[config.mk]
export PLATFORM = sky130hd
export DESIGN_NAME = modbus_tcp_frame_parser
export DESIGN_NICKNAME = d
export VERILOG_FILES = /design/src/rtl/core/mtfp_pkg.sv /design/src/rtl/core/mtfp_front.sv /design/src/rtl/core/mtfp_queue.sv /design/src/rtl/core/mtfp_back.sv /design/src/rtl/core/modbus_tcp_frame_parser.sv
export VERILOG_INCLUDE_DIRS = /design/src /design/src/rtl/core
export SDC_FILE = /design/constraint.sdc
export NUM_CORES = 1
export LEC_CHECK = 0
export ABC_CLOCK_PERIOD_IN_PS = 5900
export BUFFER_PORTS_ARGS = -buffer_cell sky130_fd_sc_hd__clkbuf_2
export CAP_MARGIN = 30
export CORE_ASPECT_RATIO = 1.25
export CORE_MARGIN = 1
export CORE_UTILIZATION = 62
export CTS_CLUSTER_DIAMETER = 100
export DETAILED_ROUTE_END_ITERATION = 8
export GPL_TIMING_DRIVEN = 0
export PLACE_DENSITY = 0.86
export SYNTH_ARGS = -nofsm -noshare
export SYNTH_HDL_FRONTEND = slang
export SYNTH_HIERARCHICAL = 1
export SYNTH_SLANG_ARGS = --single-unit
[constraint.sdc]
create_clock -name clk -period 5.9 [get_ports clk]
set_input_delay 0.59 -clock clk [delete_from_list [all_inputs] [get_ports clk]]
set_output_delay 0.59 -clock clk [all_outputs]
set_load 0.05 [all_outputs]
[src/rtl/core/modbus_tcp_frame_parser_assert.svh]
// Assertion macros shared by the frame parser modules.
`ifndef MODBUS_TCP_FRAME_PARSER_ASSERT_SVH
`define MODBUS_TCP_FRAME_PARSER_ASSERT_SVH

// Same-cycle implication, clocked on clk, off while arst_n is low.
`define MTFP_AST_NOW(label, ante, cons, msg) \
	label: assert property (@(posedge clk) disable iff (!arst_n) (ante) |-> (cons)) \
		else $error(msg);

// Next-cycle implication, clocked on clk, off while arst_n is low.
`define MTFP_AST_NEXT(label, ante, cons, msg) \
	label: assert property (@(posedge clk) disable iff (!arst_n) (ante) |=> (cons)) \
		else $error(msg);

`endif

[src/rtl/core/mtfp_pkg.sv]
// Types and constants of the Modbus TCP frame parser.
package mtfp_pkg;

	// One frame byte as it arrives.
	typedef struct packed {
		logic [7:0] frame_byte;
		logic       end_of_frame;
	} frame_item_t;

	// One result record, data or summary.
	typedef struct packed {
		logic        kind;
		logic [1:0]  status;
		logic [15:0] transaction_id;
		logic [7:0]  unit_id;
		logic [7:0]  function_code;
		logic [4:0]  description_code;
		logic [15:0] address;
		logic [15:0] quantity;
		logic [15:0] value;
		logic [7:0]  byte_count;
		logic [7:0]  exception_code;
		logic        last_of_run;
	} record_item_t;

	// Work handed from the front to the back: up to two records.
	typedef struct packed {
		logic         has_data;
		logic [7:0]   data_byte;
		logic         has_summary;
		record_item_t summary;
	} job_t;

	localparam int POS_W = 17;
	typedef logic [POS_W-1:0] pos_t;

	localparam pos_t POS_MAX     = '1;
	localparam pos_t POS_TID_HI  = 17'd0;
	localparam pos_t POS_TID_LO  = 17'd1;
	localparam pos_t POS_PROT_HI = 17'd2;
	localparam pos_t POS_PROT_LO = 17'd3;
	localparam pos_t POS_LEN_HI  = 17'd4;
	localparam pos_t POS_LEN_LO  = 17'd5;
	localparam pos_t POS_UNIT    = 17'd6;
	localparam pos_t POS_FUNC    = 17'd7;
	localparam pos_t POS_ADDR_HI = 17'd8;
	localparam pos_t POS_ADDR_LO = 17'd9;
	localparam pos_t POS_QTY_HI  = 17'd10;
	localparam pos_t POS_QTY_LO  = 17'd11;
	localparam pos_t POS_COUNT   = 17'd12;
	localparam pos_t POS_PAYLOAD = 17'd13;

	// Frame length limits, in bytes of the whole frame
	localparam pos_t N_HDR_MIN   = 17'd7;
	localparam pos_t N_PDU_START = 17'd8;
	localparam pos_t N_FIXED_MIN = N_PDU_START + 17'd4;
	localparam pos_t N_WM_BASE   = N_PDU_START + 17'd5;
	localparam pos_t N_EXC_MIN   = N_PDU_START + 17'd1;
	localparam pos_t LEN_ADJ     = 17'd6;

	localparam logic [1:0] ST_OK       = 2'd0;
	localparam logic [1:0] ST_HDR_FAIL = 2'd1;
	localparam logic [1:0] ST_PDU_FAIL = 2'd2;

	localparam logic KIND_DATA    = 1'b0;
	localparam logic KIND_SUMMARY = 1'b1;

	localparam logic [7:0] FC_READ_FIRST  = 8'h01;
	localparam logic [7:0] FC_READ_LAST   = 8'h04;
	localparam logic [7:0] FC_WRITE_COIL  = 8'h05;
	localparam logic [7:0] FC_WRITE_REG   = 8'h06;
	localparam logic [7:0] FC_WRITE_COILS = 8'h0F;
	localparam logic [7:0] FC_WRITE_REGS  = 8'h10;
	localparam logic [7:0] FC_EXC_FIRST   = 8'h80;
	localparam logic [7:0] FC_EXC_LAST    = 8'hFF;

	localparam logic [4:0] DESC_WRITE_COILS = 5'd6;
	localparam logic [4:0] DESC_WRITE_REGS  = 5'd7;
	localparam logic [4:0] DESC_EXC_BASE    = 5'd7;
	localparam logic [4:0] DESC_EXC_UNKNOWN = 5'd16;
	localparam logic [7:0] EXC_CODE_MIN     = 8'd1;
	localparam logic [7:0] EXC_CODE_MAX     = 8'h08;

	localparam logic [15:0] NONE16 = 16'hFFFF;

endpackage

[src/rtl/core/mtfp_front.sv]
// Front end: byte capture, header and PDU classification, job generation.
`include "modbus_tcp_frame_parser_assert.svh"

module mtfp_front (
	input  logic                 clk,
	input  logic                 arst_n,
	input  logic                 frame_valid,
	output logic                 frame_stall,
	input  mtfp_pkg::frame_item_t frame_item,
	output logic                 push,
	output mtfp_pkg::job_t       push_job,
	input  logic                 queue_full
);

	mtfp_pkg::pos_t pos_q, pos_next;
	logic [15:0] tid_q, prot_q, len_q, addr_q, qty_q;
	logic [15:0] tid_d, prot_d, len_d, addr_d, qty_d;
	logic [7:0]  unit_q, func_q, cnt_q, exc_q;
	logic [7:0]  unit_d, func_d, cnt_d, exc_d;
	logic        accept, has_data, wm_q, hdr_ok;
	logic [7:0]  b;
	mtfp_pkg::record_item_t summ;

	assign b           = frame_item.frame_byte;
	assign frame_stall = queue_full;
	assign accept      = frame_valid && !frame_stall;

	// field capture by byte position
	always_comb begin
		tid_d  = tid_q;
		prot_d = prot_q;
		len_d  = len_q;
		unit_d = unit_q;
		func_d = func_q;
		addr_d = addr_q;
		qty_d  = qty_q;
		cnt_d  = cnt_q;
		exc_d  = exc_q;
		unique case (pos_q)
			mtfp_pkg::POS_TID_HI:  tid_d  = {b, 8'h00};
			mtfp_pkg::POS_TID_LO:  tid_d  = {tid_q[15:8], b};
			mtfp_pkg::POS_PROT_HI: prot_d = {b, 8'h00};
			mtfp_pkg::POS_PROT_LO: prot_d = {prot_q[15:8], b};
			mtfp_pkg::POS_LEN_HI:  len_d  = {b, 8'h00};
			mtfp_pkg::POS_LEN_LO:  len_d  = {len_q[15:8], b};
			mtfp_pkg::POS_UNIT:    unit_d = b;
			mtfp_pkg::POS_FUNC:    func_d = b;
			mtfp_pkg::POS_ADDR_HI: begin
				addr_d = {b, 8'h00};
				exc_d  = b;
			end
			mtfp_pkg::POS_ADDR_LO: addr_d = {addr_q[15:8], b};
			mtfp_pkg::POS_QTY_HI:  qty_d  = {b, 8'h00};
			mtfp_pkg::POS_QTY_LO:  qty_d  = {qty_q[15:8], b};
			mtfp_pkg::POS_COUNT:   cnt_d  = b;
			default: ;
		endcase
	end

	assign pos_next = (pos_q == mtfp_pkg::POS_MAX) ? pos_q : pos_q + 1'b1;

	// payload bytes of a write-multiple frame go out as they arrive
	assign wm_q = (func_q == mtfp_pkg::FC_WRITE_COILS) || (func_q == mtfp_pkg::FC_WRITE_REGS);
	assign has_data = (pos_q >= mtfp_pkg::POS_PAYLOAD) && wm_q
		&& (pos_q < mtfp_pkg::POS_PAYLOAD + mtfp_pkg::pos_t'(cnt_q));

	assign hdr_ok = (pos_next >= mtfp_pkg::N_HDR_MIN) && (prot_d == 16'h0000)
		&& (mtfp_pkg::pos_t'(len_d) + mtfp_pkg::LEN_ADJ == pos_next);

	// summary built from the fields including the current byte
	always_comb begin
		summ                = '0;
		summ.kind           = mtfp_pkg::KIND_SUMMARY;
		summ.last_of_run    = 1'b1;
		summ.status         = mtfp_pkg::ST_OK;
		summ.transaction_id = tid_d;
		summ.unit_id        = unit_d;
		summ.function_code  = func_d;
		summ.address        = mtfp_pkg::NONE16;
		summ.quantity       = mtfp_pkg::NONE16;
		if (!hdr_ok) begin
			summ.status = mtfp_pkg::ST_HDR_FAIL;
		end else if (pos_next < mtfp_pkg::N_PDU_START) begin
			summ.status = mtfp_pkg::ST_PDU_FAIL;
		end else begin
			unique case (func_d) inside
				[mtfp_pkg::FC_READ_FIRST:mtfp_pkg::FC_READ_LAST]: begin
					if (pos_next < mtfp_pkg::N_FIXED_MIN) begin
						summ.status = mtfp_pkg::ST_PDU_FAIL;
					end else begin
						summ.description_code = func_d[4:0] - 5'd1;
						summ.address          = addr_d;
						summ.quantity         = qty_d;
					end
				end
				mtfp_pkg::FC_WRITE_COIL, mtfp_pkg::FC_WRITE_REG: begin
					if (pos_next < mtfp_pkg::N_FIXED_MIN) begin
						summ.status = mtfp_pkg::ST_PDU_FAIL;
					end else begin
						summ.description_code = func_d[4:0] - 5'd1;
						summ.address          = addr_d;
						summ.value            = qty_d;
					end
				end
				mtfp_pkg::FC_WRITE_COILS, mtfp_pkg::FC_WRITE_REGS: begin
					if (pos_next < mtfp_pkg::N_WM_BASE + mtfp_pkg::pos_t'(cnt_d)) begin
						summ.status = mtfp_pkg::ST_PDU_FAIL;
					end else begin
						summ.description_code = (func_d == mtfp_pkg::FC_WRITE_COILS)
							? mtfp_pkg::DESC_WRITE_COILS : mtfp_pkg::DESC_WRITE_REGS;
						summ.address    = addr_d;
						summ.quantity   = qty_d;
						summ.byte_count = cnt_d;
					end
				end
				[mtfp_pkg::FC_EXC_FIRST:mtfp_pkg::FC_EXC_LAST]: begin
					if (pos_next < mtfp_pkg::N_EXC_MIN) begin
						summ.status = mtfp_pkg::ST_PDU_FAIL;
					end else begin
						summ.exception_code = exc_d;
						summ.description_code = (exc_d >= mtfp_pkg::EXC_CODE_MIN
							&& exc_d <= mtfp_pkg::EXC_CODE_MAX)
							? exc_d[4:0] + mtfp_pkg::DESC_EXC_BASE
							: mtfp_pkg::DESC_EXC_UNKNOWN;
					end
				end
				default: summ.status = mtfp_pkg::ST_PDU_FAIL;
			endcase
		end
	end

	assign push                 = accept && (has_data || frame_item.end_of_frame);
	assign push_job.has_data    = has_data;
	assign push_job.data_byte   = b;
	assign push_job.has_summary = frame_item.end_of_frame;
	assign push_job.summary     = summ;

	always_ff @(posedge clk or negedge arst_n) begin
		if (!arst_n) begin
			pos_q  <= '0;
			tid_q  <= '0;
			prot_q <= '0;
			len_q  <= '0;
			unit_q <= '0;
			func_q <= '0;
			addr_q <= '0;
			qty_q  <= '0;
			cnt_q  <= '0;
			exc_q  <= '0;
		end else if (accept) begin
			if (frame_item.end_of_frame) begin
				pos_q  <= '0;
				tid_q  <= '0;
				prot_q <= '0;
				len_q  <= '0;
				unit_q <= '0;
				func_q <= '0;
				addr_q <= '0;
				qty_q  <= '0;
				cnt_q  <= '0;
				exc_q  <= '0;
			end else begin
				pos_q  <= pos_next;
				tid_q  <= tid_d;
				prot_q <= prot_d;
				len_q  <= len_d;
				unit_q <= unit_d;
				func_q <= func_d;
				addr_q <= addr_d;
				qty_q  <= qty_d;
				cnt_q  <= cnt_d;
				exc_q  <= exc_d;
			end
		end
	end

	`MTFP_AST_NEXT(a_frame_restart, accept && frame_item.end_of_frame, pos_q == '0 && func_q == '0, "state not cleared after final byte")
	`MTFP_AST_NOW(a_push_room, push, !queue_full, "job pushed into a full queue")
	`MTFP_AST_NOW(a_data_needs_wm, push && push_job.has_data, wm_q && pos_q >= mtfp_pkg::POS_PAYLOAD, "data record outside write-multiple payload")

endmodule

[src/rtl/core/mtfp_queue.sv]
// Short job queue between front and back ends.
`include "modbus_tcp_frame_parser_assert.svh"

module mtfp_queue #(
	parameter int DEPTH = 4
) (
	input  logic           clk,
	input  logic           arst_n,
	input  logic           push,
	input  mtfp_pkg::job_t push_job,
	output logic           full,
	input  logic           pop,
	output logic           pop_valid,
	output mtfp_pkg::job_t pop_job
);

	localparam int PTR_W = $clog2(DEPTH);
	localparam int CNT_W = $clog2(DEPTH + 1);

	mtfp_pkg::job_t   mem_q [DEPTH];
	logic [PTR_W-1:0] wr_ptr_q, rd_ptr_q;
	logic [CNT_W-1:0] count_q;

	assign full      = (count_q == CNT_W'(DEPTH));
	assign pop_valid = (count_q != '0);
	assign pop_job   = mem_q[rd_ptr_q];

	always_ff @(posedge clk) begin
		if (push) begin
			mem_q[wr_ptr_q] <= push_job;
		end
	end

	always_ff @(posedge clk or negedge arst_n) begin
		if (!arst_n) begin
			wr_ptr_q <= '0;
			rd_ptr_q <= '0;
			count_q  <= '0;
		end else begin
			if (push) begin
				wr_ptr_q <= (wr_ptr_q == PTR_W'(DEPTH - 1)) ? '0 : wr_ptr_q + 1'b1;
			end
			if (pop) begin
				rd_ptr_q <= (rd_ptr_q == PTR_W'(DEPTH - 1)) ? '0 : rd_ptr_q + 1'b1;
			end
			count_q <= count_q + CNT_W'(push) - CNT_W'(pop);
		end
	end

	`MTFP_AST_NOW(a_count_range, 1'b1, count_q <= CNT_W'(DEPTH), "queue count beyond depth")
	`MTFP_AST_NOW(a_no_underflow, pop, count_q != '0, "pop from an empty queue")
	`MTFP_AST_NEXT(a_count_step, push && !pop && !full, count_q == $past(count_q) + 1'b1, "count missed a push")

endmodule

[src/rtl/core/mtfp_back.sv]
// Back end: unpacks jobs into records and holds the output item.
`include "modbus_tcp_frame_parser_assert.svh"

module mtfp_back (
	input  logic                   clk,
	input  logic                   arst_n,
	input  logic                   job_valid,
	input  mtfp_pkg::job_t         job,
	output logic                   job_pop,
	output logic                   record_valid,
	input  logic                   record_stall,
	output mtfp_pkg::record_item_t record_item
);

	logic                   data_pend_q, sum_pend_q;
	logic [7:0]             data_byte_q;
	mtfp_pkg::record_item_t summary_q;
	logic                   accept, free;

	assign record_valid = data_pend_q || sum_pend_q;
	assign accept       = record_valid && !record_stall;
	// slot frees when empty, or when its only pending record leaves now
	assign free    = !record_valid || (accept && !(data_pend_q && sum_pend_q));
	assign job_pop = free && job_valid;

	// data record goes first when both are pending
	always_comb begin
		if (data_pend_q) begin
			record_item       = '0;
			record_item.kind  = mtfp_pkg::KIND_DATA;
			record_item.value = {8'h00, data_byte_q};
		end else begin
			record_item = summary_q;
		end
	end

	always_ff @(posedge clk) begin
		if (job_pop) begin
			data_byte_q <= job.data_byte;
			summary_q   <= job.summary;
		end
	end

	always_ff @(posedge clk or negedge arst_n) begin
		if (!arst_n) begin
			data_pend_q <= 1'b0;
			sum_pend_q  <= 1'b0;
		end else if (job_pop) begin
			data_pend_q <= job.has_data;
			sum_pend_q  <= job.has_summary;
		end else if (accept) begin
			if (data_pend_q) begin
				data_pend_q <= 1'b0;
			end else begin
				sum_pend_q <= 1'b0;
			end
		end
	end

	`MTFP_AST_NEXT(a_summary_follows, accept && data_pend_q && sum_pend_q, record_valid && record_item.kind == mtfp_pkg::KIND_SUMMARY, "summary lost after data record")
	`MTFP_AST_NOW(a_last_on_summary, record_valid, (record_item.kind == mtfp_pkg::KIND_SUMMARY) == record_item.last_of_run, "last_of_run not on summary only")
	`MTFP_AST_NOW(a_job_not_empty, job_pop, job.has_data || job.has_summary, "empty job taken from queue")

endmodule

[src/rtl/core/modbus_tcp_frame_parser.sv]
// Top level of the Modbus TCP frame parser.
// Usage
//  - frame channel (frame_valid / frame_stall / frame_item): one TCP payload byte per item,
//    end_of_frame set on the final byte. A byte is taken at an edge with valid high and
//    stall low. Stall rises only when the job queue is full.
//  - record channel (record_valid / record_stall / record_item): data records (kind 0)
//    for each write-multiple payload byte, then one summary record (kind 1,
//    last_of_run 1) per frame. A frame whose final byte is a payload byte gives the
//    data record first, the summary next.
//  - Throughput: one byte per cycle while frame_stall is low; header bytes produce no
//    record. A final byte that is also a payload byte gives its two records in turn.
//  - Path: a taken byte's job is first written into the queue, then loaded into the
//    output register of the back end, which shows the record until it is taken.
//  - Stalling the record side holds the shown record; bytes keep flowing until the
//    QUEUE_DEPTH job slots fill, then frame_stall rises.
//  - Reset (arst_n low) empties the queue, drops pending records and restarts
//    the byte count at the first header byte.
module modbus_tcp_frame_parser #(
	parameter int QUEUE_DEPTH = 4
) (
	input  logic                   clk,
	input  logic                   arst_n,
	input  logic                   frame_valid,
	output logic                   frame_stall,
	input  mtfp_pkg::frame_item_t  frame_item,
	output logic                   record_valid,
	input  logic                   record_stall,
	output mtfp_pkg::record_item_t record_item
);

	// front to queue
	logic           push, queue_full;
	mtfp_pkg::job_t push_job;

	// queue to back
	logic           pop, pop_valid;
	mtfp_pkg::job_t pop_job;

	// Capture and classify; one job per byte that yields a record
	mtfp_front u_front (
		.clk         (clk),
		.arst_n      (arst_n),
		.frame_valid (frame_valid),
		.frame_stall (frame_stall),
		.frame_item  (frame_item),
		.push        (push),
		.push_job    (push_job),
		.queue_full  (queue_full)
	);

	// Decouples byte intake from output back-pressure
	mtfp_queue #(
		.DEPTH (QUEUE_DEPTH)
	) u_queue (
		.clk       (clk),
		.arst_n    (arst_n),
		.push      (push),
		.push_job  (push_job),
		.full      (queue_full),
		.pop       (pop),
		.pop_valid (pop_valid),
		.pop_job   (pop_job)
	);

	// Output register; splits a job into its data and summary items
	mtfp_back u_back (
		.clk          (clk),
		.arst_n       (arst_n),
		.job_valid    (pop_valid),
		.job          (pop_job),
		.job_pop      (pop),
		.record_valid (record_valid),
		.record_stall (record_stall),
		.record_item  (record_item)
	);

endmodule
; Yosys cells after proc, flatten, opt, wreduce, memory -nomap -nowiden
; Memory sizes are Yosys's and may differ from the RTL's.
; Index checks and enable logic that the tools add are counted.
[word_totals]
ff_bits = 251
ramBits = 452
inputBits = 13
output_inout_bits = 107
memories = 1
[mem_list]
columns = memory, words, width, read_ports, rd_ports_with_merged_regs, write_ports, line
row1 = u_queue.mem_q, 4, 113, 1, 0, 1, mtfp_queue.sv:20  ; mtfp_pkg::job_t mem_q [DEPTH];
[classes]
addsub = 10
order_cmp = 13
n_eq_ne = 24
n_mux = 53
reduce_logical = 29
[op_table]
columns = op, n
row1 = 16-bit case mux with 2 select lines, 6
row2 = 69-bit 2-to-1 mux, 2
row3 = 16-bit 2-to-1 mux, 7
row4 = 105-bit 2-to-1 mux, 1
row5 = 8-bit 2-to-1 mux, 12
row6 = 17-bit by 4-bit == test with 1-bit output (second input constant), 5
row7 = 37-bit 2-to-1 mux, 2
row8 = 17-bit by 3-bit == test with 1-bit output (second input constant), 4
row9 = 17-bit by 4-bit < comparator with 1-bit output (second input constant), 3
row10 = 16-bit case mux with 3 select lines, 1
row11 = 17-bit by 2-bit == test with 1-bit output (second input constant), 2
row12 = 17-bit < comparator, 2
row13 = 17-bit 2-to-1 mux, 2
row14 = 21-bit 2-to-1 mux, 1
row15 = 5-bit case mux with 4 select lines, 1
row16 = 4-bit by 8-bit adder with 9-bit output (first input constant), 2
row17 = 16-bit by 3-bit adder with 17-bit output (second input constant), 1
row18 = 17-bit by 1-bit adder with 17-bit output (second input constant), 1
row19 = 17-bit by 1-bit == test with 1-bit output (second input constant), 1
row20 = 17-bit == test, 1
row21 = 17-bit == test (second input constant), 1
row22 = 17-bit by 3-bit >= comparator with 1-bit output (second input constant), 1
row23 = 17-bit by 4-bit >= comparator with 1-bit output (second input constant), 1
row24 = 17-bit zero test, 1
row25 = 29 further kinds, 68

; Longest topological paths before layout
; Gate-level depths: netlist of run 1.
[depth]
word_depth = 9
ltp_mapped = 21
mapped_depth_nobuf = 18

; Modules after synthesis
; Netlist of run 1, hierarchy kept.
[modules_own_cells]
columns = mod, n_inst, cells_each, area_each_um2, seq_area_each_um2
row1 = mtfp_queue, 1, 637, 16968.8, 13988.4
row2 = mtfp_front, 1, 1101, 9489.1, 3228.1
row3 = mtfp_back, 1, 242, 4257.8, 3443.3

; Worst setup path after synthesis of run 1
; OpenSTA, ideal clock, no wires.
[synth_path]
path_kind = flip-flop to flip-flop
from = register u_front.cnt_q[0]
to = memory u_queue/mem_q[0][0] (netlist name) (enable)
setup_time_ns = 0.488
t_arrival_ns = 4.983
required_time_ns = 5.412
setup_slack_ns = 0.430
path_stages_with_launch = 15
n_path_buf = 0
path_cell_list = dfrtp_1 -> ha_1 -> inv_1 -> ha_1 -> o21a_1 -> o21a_1 -> o21a_1 -> o21ai_0 -> nand2b_1 -> a21oi_1 -> nor2b_1 -> o211ai_1 -> and3_1 -> o21a_1 -> and2_1
[synth_between]
elab_chain_len = 7
[synth_lines]
columns = element, line
row1 = "start, declared", mtfp_front.sv:18  ; logic [7:0] unit_q, func_q, cnt_q, exc_q;
row2 = "start signal, assigned", mtfp_front.sv:171  ; cnt_q <= cnt_d;
row3 = 4-bit by 8-bit adder with 9-bit output, mtfp_front.sv:65  ; && (pos_q < mtfp_pkg::POS_PAYLOAD + mtfp_pkg::pos_t'(cnt_q));
row4 = 17-bit < comparator, mtfp_front.sv:65
row5 = 1-bit logical AND, mtfp_front.sv:65
row6 = named net u_front.has_data, mtfp_front.sv:20  ; logic accept, has_data, wm_q, hdr_ok;
row7 = 1-bit logical OR, mtfp_front.sv:132  ; assign push = accept && (has_data || frame_item.end_of_frame);
row8 = 1-bit logical AND, mtfp_front.sv:132
row9 = named net push, modbus_tcp_frame_parser.sv:32  ; logic push, queue_full;
row10 = 1-bit 2-to-1 mux, mtfp_queue.sv:29  ; if (push) begin
row11 = 1-bit 2-to-1 mux (not written as such), mtfp_queue.sv:30  ; mem_q[wr_ptr_q] <= push_job;
row12 = "end, declared", mtfp_queue.sv:20
; The timed path passes the listed nets, and every way through them passes these cells.

==> results.toml, run 1 <==
[die]
die_y_um = 251
die-area_um2 = 50400
io_pins = 120
die_w_um = 201
fp.coreArea_um2 = 48500
row_count = 90
initial_core_util_pct = 63.3

[power]
peakVddDrop_uv = 325
seqPwrFrac_pct = 39.7
powerDensity_nw_per_um2 = 484
p_sw_share_pct = 35.8
total_power_w = 0.0169
internal_power_w = 0.0109
clockPowerShare_pct = 27.5
comb_power_share_pct = 32.8
switching_power_w = 0.00605
leakagePower_nw = 12.2

[global_routing]
grt_start_max_net_pins = 74
grt_pass1_vias = 20100
grt-busiest-layer = "met2"
met3_usage_pct = 6.69
grt_util_met2_pct = 57.1
use_met1_pct = 42.8
antenna_found_initial = 1
grt_overflow_total = 0
grt_first_pass_wirelength_um = 127000
grtUsageTotal_pct = 34.3

[routing]
drc = 0
drt_first_pass_iters = 7
via_per_inst = 6.84
wl_per_cell_um = 29.4
antenna_left = 0
routed_wl_um = 84700
drt_iter0_markers = 2270
vias = 19700

[yosys]
synthAdderAreaFrac_pct = 1.57
ys_types = 75
synthMuxAreaShare_pct = 10.1
netlist_instances = 1980
synthSimpleGateAreaFrac_pct = 8.29
synthFlopType = "edfxtp_1"
syn_area_per_cell_um2 = 15.5
synth_top_family_by_area = "multiplexers"
synth-seq-cells = 711
async_reset_ff_share_pct = 19.4
synth_compound_area_share_pct = 8.59
yosysWarnings = 6
syn_area_um2 = 30700
ys_seq_area_share_pct = 67.3
synth-edff-count = 573
synth_xor_area_share_pct = 1.60

[sta]
fin_skew_ns = 0.0245
fin_crit_ns = 5.68
tns_ns = 0
slew_headroom_pct = 22.1
final_min_period_over_clock_period_pct = 96.2
hold_viol_final = 0
max_freq_mhz = 176
fin_ws_ns = 0.222
tightest_slew_ns = 1.16
drv_slew = 0
setup_violations = 0
rsz0062_at_grt = "false"

[clock_network]
path_clk_slew_ns = 0.06
cts-root-buf = "clkbuf_16"
cts.htree.levels = 3
clock_path_buffers = 3
cts.sinks = 711
cts_tree = "built"
numCtsBuffers = 67
clk_latency_ns = 0.62

[cells_and_area]
drive_gt1_share_pct = 21.5
regArea_um2 = 20700
synthToLayoutAreaGrowth_pct = 13.6
fill_cells = 2840
finalNetCount = 2235
multi_input_area_um2 = 9350
num_antenna_cells = 0

[place]
dp_hpwl_um = 53000
pre_cts_ws_ns = -0.427
place.gp.congestion = 0.936
portBuffers = 119

[critical_path]
worst-setup-path-type = "flip-flop to flip-flop"
regToRegEndpoint = "u_queue/mem_q[0][40]"
ff2ff_path_depth = 16
r2r_slack_ns = 0.22
start_kind = "flip-flop"
end_kind = "flip-flop"
worstPathRequired_ns = 6.13
cp_max_fo = 10
r2r-start = "u_front/pos_q[13]"
critPathArrivalTime_ns = 5.91

[worst_hold_path]
min_from = "record_stall"
whs_path_depth = 2
min_to = "u_back/data_pend_q"
worstHoldPathType = "primary input to flip-flop"

[job]
max_cap_viol_count = 0

[outcome]
status = "completed"
==> worst max-delay path, stage by stage (launching register included) <==
cell,delay (ns)
dfrtp_1,0.38
clkbuf_1,0.25
nor3_4,0.33
nand4_1,0.34
clkbuf_1,0.35
nor2_2,0.34
clkbuf_2,0.39
mux2i_2,0.43
inv_1,0.23
ha_1,0.27
and3_1,0.18
nand3_1,0.08
o31ai_1,0.12
a21o_1,0.23
nor2_2,0.47
clkbuf_1,0.47
o2111ai_1,0.41
==> stage by stage <==
stage | hold WS (ns) | util, % | area [µm²] | std cells
floorplan | 0.294 | - | 30700 | 1981
global placement | 0.465 | 66.2 | 32100 | 2744
detailed placement | 0.472 | 66.8 | 32400 | 2756
CTS | 0.276 | 71.8 | 34800 | 2879
global route | 0.311 | 71.9 | 34900 | 2880
finish | 0.308 | 71.9 | 34900 | 2880
==> sequential cells by signal, indices dropped and copies added, names as in the netlist, 3 cells and up <==
signal / flops
u_back/summary_q: 105
u_front/tid_q: 16
u_front/qty_q: 16
u_queue/count_q: 3
u_front/unit_q: 8
u_front/cnt_q: 8
u_front/exc_q: 8
u_front/pos_q: 17
u_front/func_q: 8
u_back/data_byte_q: 8
u_queue/mem_q: 460
u_front/len_q: 16
u_front/prot_q: 16
u_front/addr_q: 16
==> cell type report <==
class	count	share of cell area (%)
Multi-Input combinational cell	1096	26.8
Inverter	31	0.333
Tap cell	644	2.31
Clock inverter	39	1.50
Timing Repair Buffer	136	2.66
Clock buffer	82	5.27
Buffer	141	1.95
Sequential cell	711	59.2
==> placed cells by master, fill, tap and decap left out, types with 63 or more instances in the layout <==
cell type  count
dfrtp_1      138
clkbuf_1      82
clkbuf_16     71
clkbuf_2     125
nor2_1        63
nand2_1      125
a22o_1        82
nor2b_1      109
o21ai_0       85
edfxtp_1     573
mux4_2       115
==> worst max path at each step <==
stage,from,endpoint,cells after the start
after CTS,u_front/pos_q[7],u_queue/mem_q[0][28],18
final,u_front/pos_q[13],u_queue/mem_q[0][40],16
after global placement,u_front/cnt_q[0],u_queue/mem_q[2][62],14
after floorplan,u_front/cnt_q[0],u_queue/mem_q[0][0],14
after detailed placement,u_front/pos_q[7],u_queue/mem_q[3][55],18
after global routing,u_front/pos_q[12],u_queue/mem_q[0][55],18
==> per-layer routing <==
metal	up-vias	share of wire, %
li1	8094	-
met1	9874	35
met2	1390	50
met3	348	9.1
met4	2	5.7
met5	-	0.015
==> power groups by stage <==
stage / Clock [W] / Sequential [W] / Combinational, W
after CTS: 0.00469 / 0.00671 / 0.00554
after floorplan: 0 / 0.00674 / 0.00394
after global routing: 0.00488 / 0.00676 / 0.00578
after detailed placement: 0 / 0.00678 / 0.00543
after global placement: 0 / 0.00688 / 0.00519
final: 0.00466 / 0.00671 / 0.00554
==> synthesized netlist by cell type, drive strengths merged (9+ instances only) <==
cell | n | area share (%)
edfxtp | 573 | 56
dfrtp | 138 | 11
nand2 | 125 | 1.5
mux4 | 115 | 8.4
nor2b | 109 | 2.2
o21ai | 93 | 1.5
a22o | 82 | 2.3
clkbuf | 82 | 1.0
nor2 | 66 | 0.81
buf | 61 | 1.2
a22oi | 44 | 1.1
ha | 37 | 1.5
xnor2 | 36 | 1.0
o2111ai | 32 | 0.91
inv | 31 | 0.38
mux2 | 29 | 1.1
nand3 | 29 | 0.47
a21oi | 27 | 0.45
nor3 | 24 | 0.41
xor2 | 20 | 0.57
nand2b | 19 | 0.39
mux2i | 18 | 0.59
nor3b | 17 | 0.42
and3 | 16 | 0.33
nand4 | 13 | 0.26
nor4 | 13 | 0.36
and2 | 12 | 0.24
o31ai | 9 | 0.22
==> cells by family (layout without fill, tap and decap cells) <==
logic type	count (synthesis)	count (layout)
buf+inv	174	429
fa+ha+maj	38	38
flops	711	711
compound gates	365	365
other cells	1	2
mux	162	162
simple gates	473	473
xor+xnor	56	56
==> what timing repair did <==
action / CTS / global route
hold endpoints to repair: 7 / 0
endpoints found under the setup margin: 217 / 268
resized for setup: 8 / 15
hold buffers: 1 / 0
pin swaps: 1 / 0
buffers inserted: 1 / 0
Note: power is estimated with default switching activity, not from simulation.
==> run 2: changes to the inputs <==
Settings changed: PLACE_DENSITY 0.86 to 0.78, RECOVER_POWER from default to 100.
==> results.toml, run 2 (synthesis gave the netlist of run 1 again) <==
[outcome]
status = "finished, violations left"
violations = "max-capacitance violations, max-slew violations"

[place]
place.gp.congestion = 0.947
portBuffers = 119
pre_cts_ws_ns = -0.444
dp_hpwl_um = 52300
placed_cell_area_um2 = 32500

[die]
initial_core_util_pct = 63.3
io_pins = 120
row_count = 90
die_w_um = 201
fp.coreArea_um2 = 48500
die-area_um2 = 50400
die_y_um = 251

[clock_network]
cts.htree.levels = 3
cts-root-buf = "clkbuf_16"
numCtsBuffers = 67
clk_latency_ns = 0.63
path_clk_slew_ns = 0.06
clock_path_buffers = 3
cts.sinks = 711
cts_tree = "built"

[cells_and_area]
reg_top3 = "u_queue/mem_q: 460 flops, u_back/summary_q: 105 flops, u_front/pos_q: 17 flops"
fin_area_um2 = 34400
largest_register_ffs = 460
drive_gt1_share_pct = 13.8
synthToLayoutAreaGrowth_pct = 11.9
finalNetCount = 2238
most-common-layout-cells = "573 x edfxtp_1, 240 x clkbuf_1, 138 x dfrtp_1"
top_register = "u_queue/mem_q"
num_antenna_cells = 0
final_common_cell = "edfxtp_1"

[critical_path]
end_kind = "flip-flop"
start_kind = "flip-flop"
ff2ff_path_depth = 16
r2r_slack_ns = 0.23
r2r-start = "u_front/cnt_q[0]"
regToRegEndpoint = "u_queue/mem_q[0][92]"
cp_max_fo = 57
worst-setup-path-type = "flip-flop to flip-flop"
worstPathRequired_ns = 6.14
critPathArrivalTime_ns = 5.91

[sta]
tns_ns = 0
slew_headroom_pct = -91.6
tightest_slew_ns = 2.87
drv_slew = 229
max_freq_mhz = 176
final_min_period_over_clock_period_pct = 96.2
setup_violations = 0
fin_crit_ns = 5.67
fin_skew_ns = 0.0247
hold_viol_final = 0
hold_ws_ns = 0.277
fin_ws_ns = 0.227
rsz0062_at_grt = "false"

[global_routing]
grt_pass1_vias = 19100
grt_start_max_net_pins = 110
grtUsageTotal_pct = 32.4
grt_first_pass_wirelength_um = 120000
grt_overflow_total = 0
antenna_found_initial = 2

[routing]
drt_first_pass_iters = 6
wl_per_cell_um = 27.8
routed_wl_um = 80200
drc = 0
via_per_inst = 6.61
vias = 19100
drt_iter0_markers = 2353
antenna_left = 0

[worst_hold_path]
min_from = "record_stall"
worstHoldPathType = "primary input to flip-flop"
min_to = "u_back/data_pend_q"
whs_path_depth = 2

[power]
peakVddDrop_uv = 307
powerDensity_nw_per_um2 = 471
p_sw_share_pct = 36.5
leakagePower_nw = 11.6
switching_power_w = 0.00590
seqPwrFrac_pct = 41.4
clockPowerShare_pct = 26.1
comb_power_share_pct = 32.6
total_power_w = 0.0162
internal_power_w = 0.0103

[job]
max_cap_viol_count = 7
[run 2: changes by cell type in the layout (fill, tap and decap cells not counted), sizes merged]
cell	delta
clkbuf	+51
buf	-38
bufinv	-9
clkinv	-5
inv	+2
clkinvlp	+1
[run 2: worst max-delay path, stage by stage (launching register included)]
cell	delay [ns]
dfrtp_1	0.48
ha_1	0.32
inv_1	0.04
ha_1	0.26
o21a_1	0.11
o21a_1	0.16
o21a_1	0.15
o21ai_0	0.14
nand2b_1	0.08
a21oi_1	0.15
nor2b_1	0.06
o211ai_1	0.15
and3_1	0.45
o21a_1	0.34
and2_0	1.47
buf_16	0.32
buf_8	0.47
[run 2: how the worst max path moves through the flow]
stage,start,endpoint,depth (start not counted)
floorplan,u_front/cnt_q[0],u_queue/mem_q[0][0],14
global placement,u_front/cnt_q[1],u_queue/mem_q[0][92],14
detailed placement,u_front/pos_q[7],u_queue/mem_q[3][60],18
CTS,u_front/pos_q[7],u_queue/mem_q[2][60],18
global route,u_front/pos_q[1],u_queue/mem_q[1][24],15
finish,u_front/cnt_q[0],u_queue/mem_q[0][92],16
[run 2: timing repair]
item,CTS,global route
pin swaps,1,1
hold buffers,1,0
gates resized for setup,7,17
endpoints found under the hold margin,29,0
endpoints found under the setup margin,173,252
setup buffers,2,2
[run 2: area by class of cell]
cell class / count / area (µm²)
flip-flops and latches: 711 / 20700
fillers: 3134 / 14200
multi-input cells: 1096 / 9360
clock buffers: 92 / 1830
well taps: 644 / 806
repair buffers: 138 / 742
plain buffers: 142 / 576
clock inverters: 28 / 280
inverters: 31 / 116
[run 2: metal layers]
layer	GRT usage [%]	wire length [µm]	vias up
li1	-	-	8125
met1	42.8	30400	9690
met2	52.9	39900	1026
met3	4.72	5970	213
met4	16.8	3890	2
met5	0	13	-
[run 2: power by group through the flow]
| stage | clock network [W] | logic [W] | registers [W] |
|---|---|---|---|
| floorplan | 0 | 0.00394 | 0.00674 |
| global placement | 0 | 0.00521 | 0.00690 |
| detailed placement | 0 | 0.00544 | 0.00677 |
| CTS | 0.00427 | 0.00551 | 0.00668 |
| global route | 0.00444 | 0.00555 | 0.00675 |
| finish | 0.00422 | 0.00528 | 0.00670 |
[run 2: per-stage QoR]
step | utilization (%) | cells
after global routing | 70.8 | 2882
after CTS | 71.4 | 2880
after detailed placement | 66.9 | 2757
final | 70.8 | 2882
after floorplan | - | 1981
after global placement | 66.2 | 2744
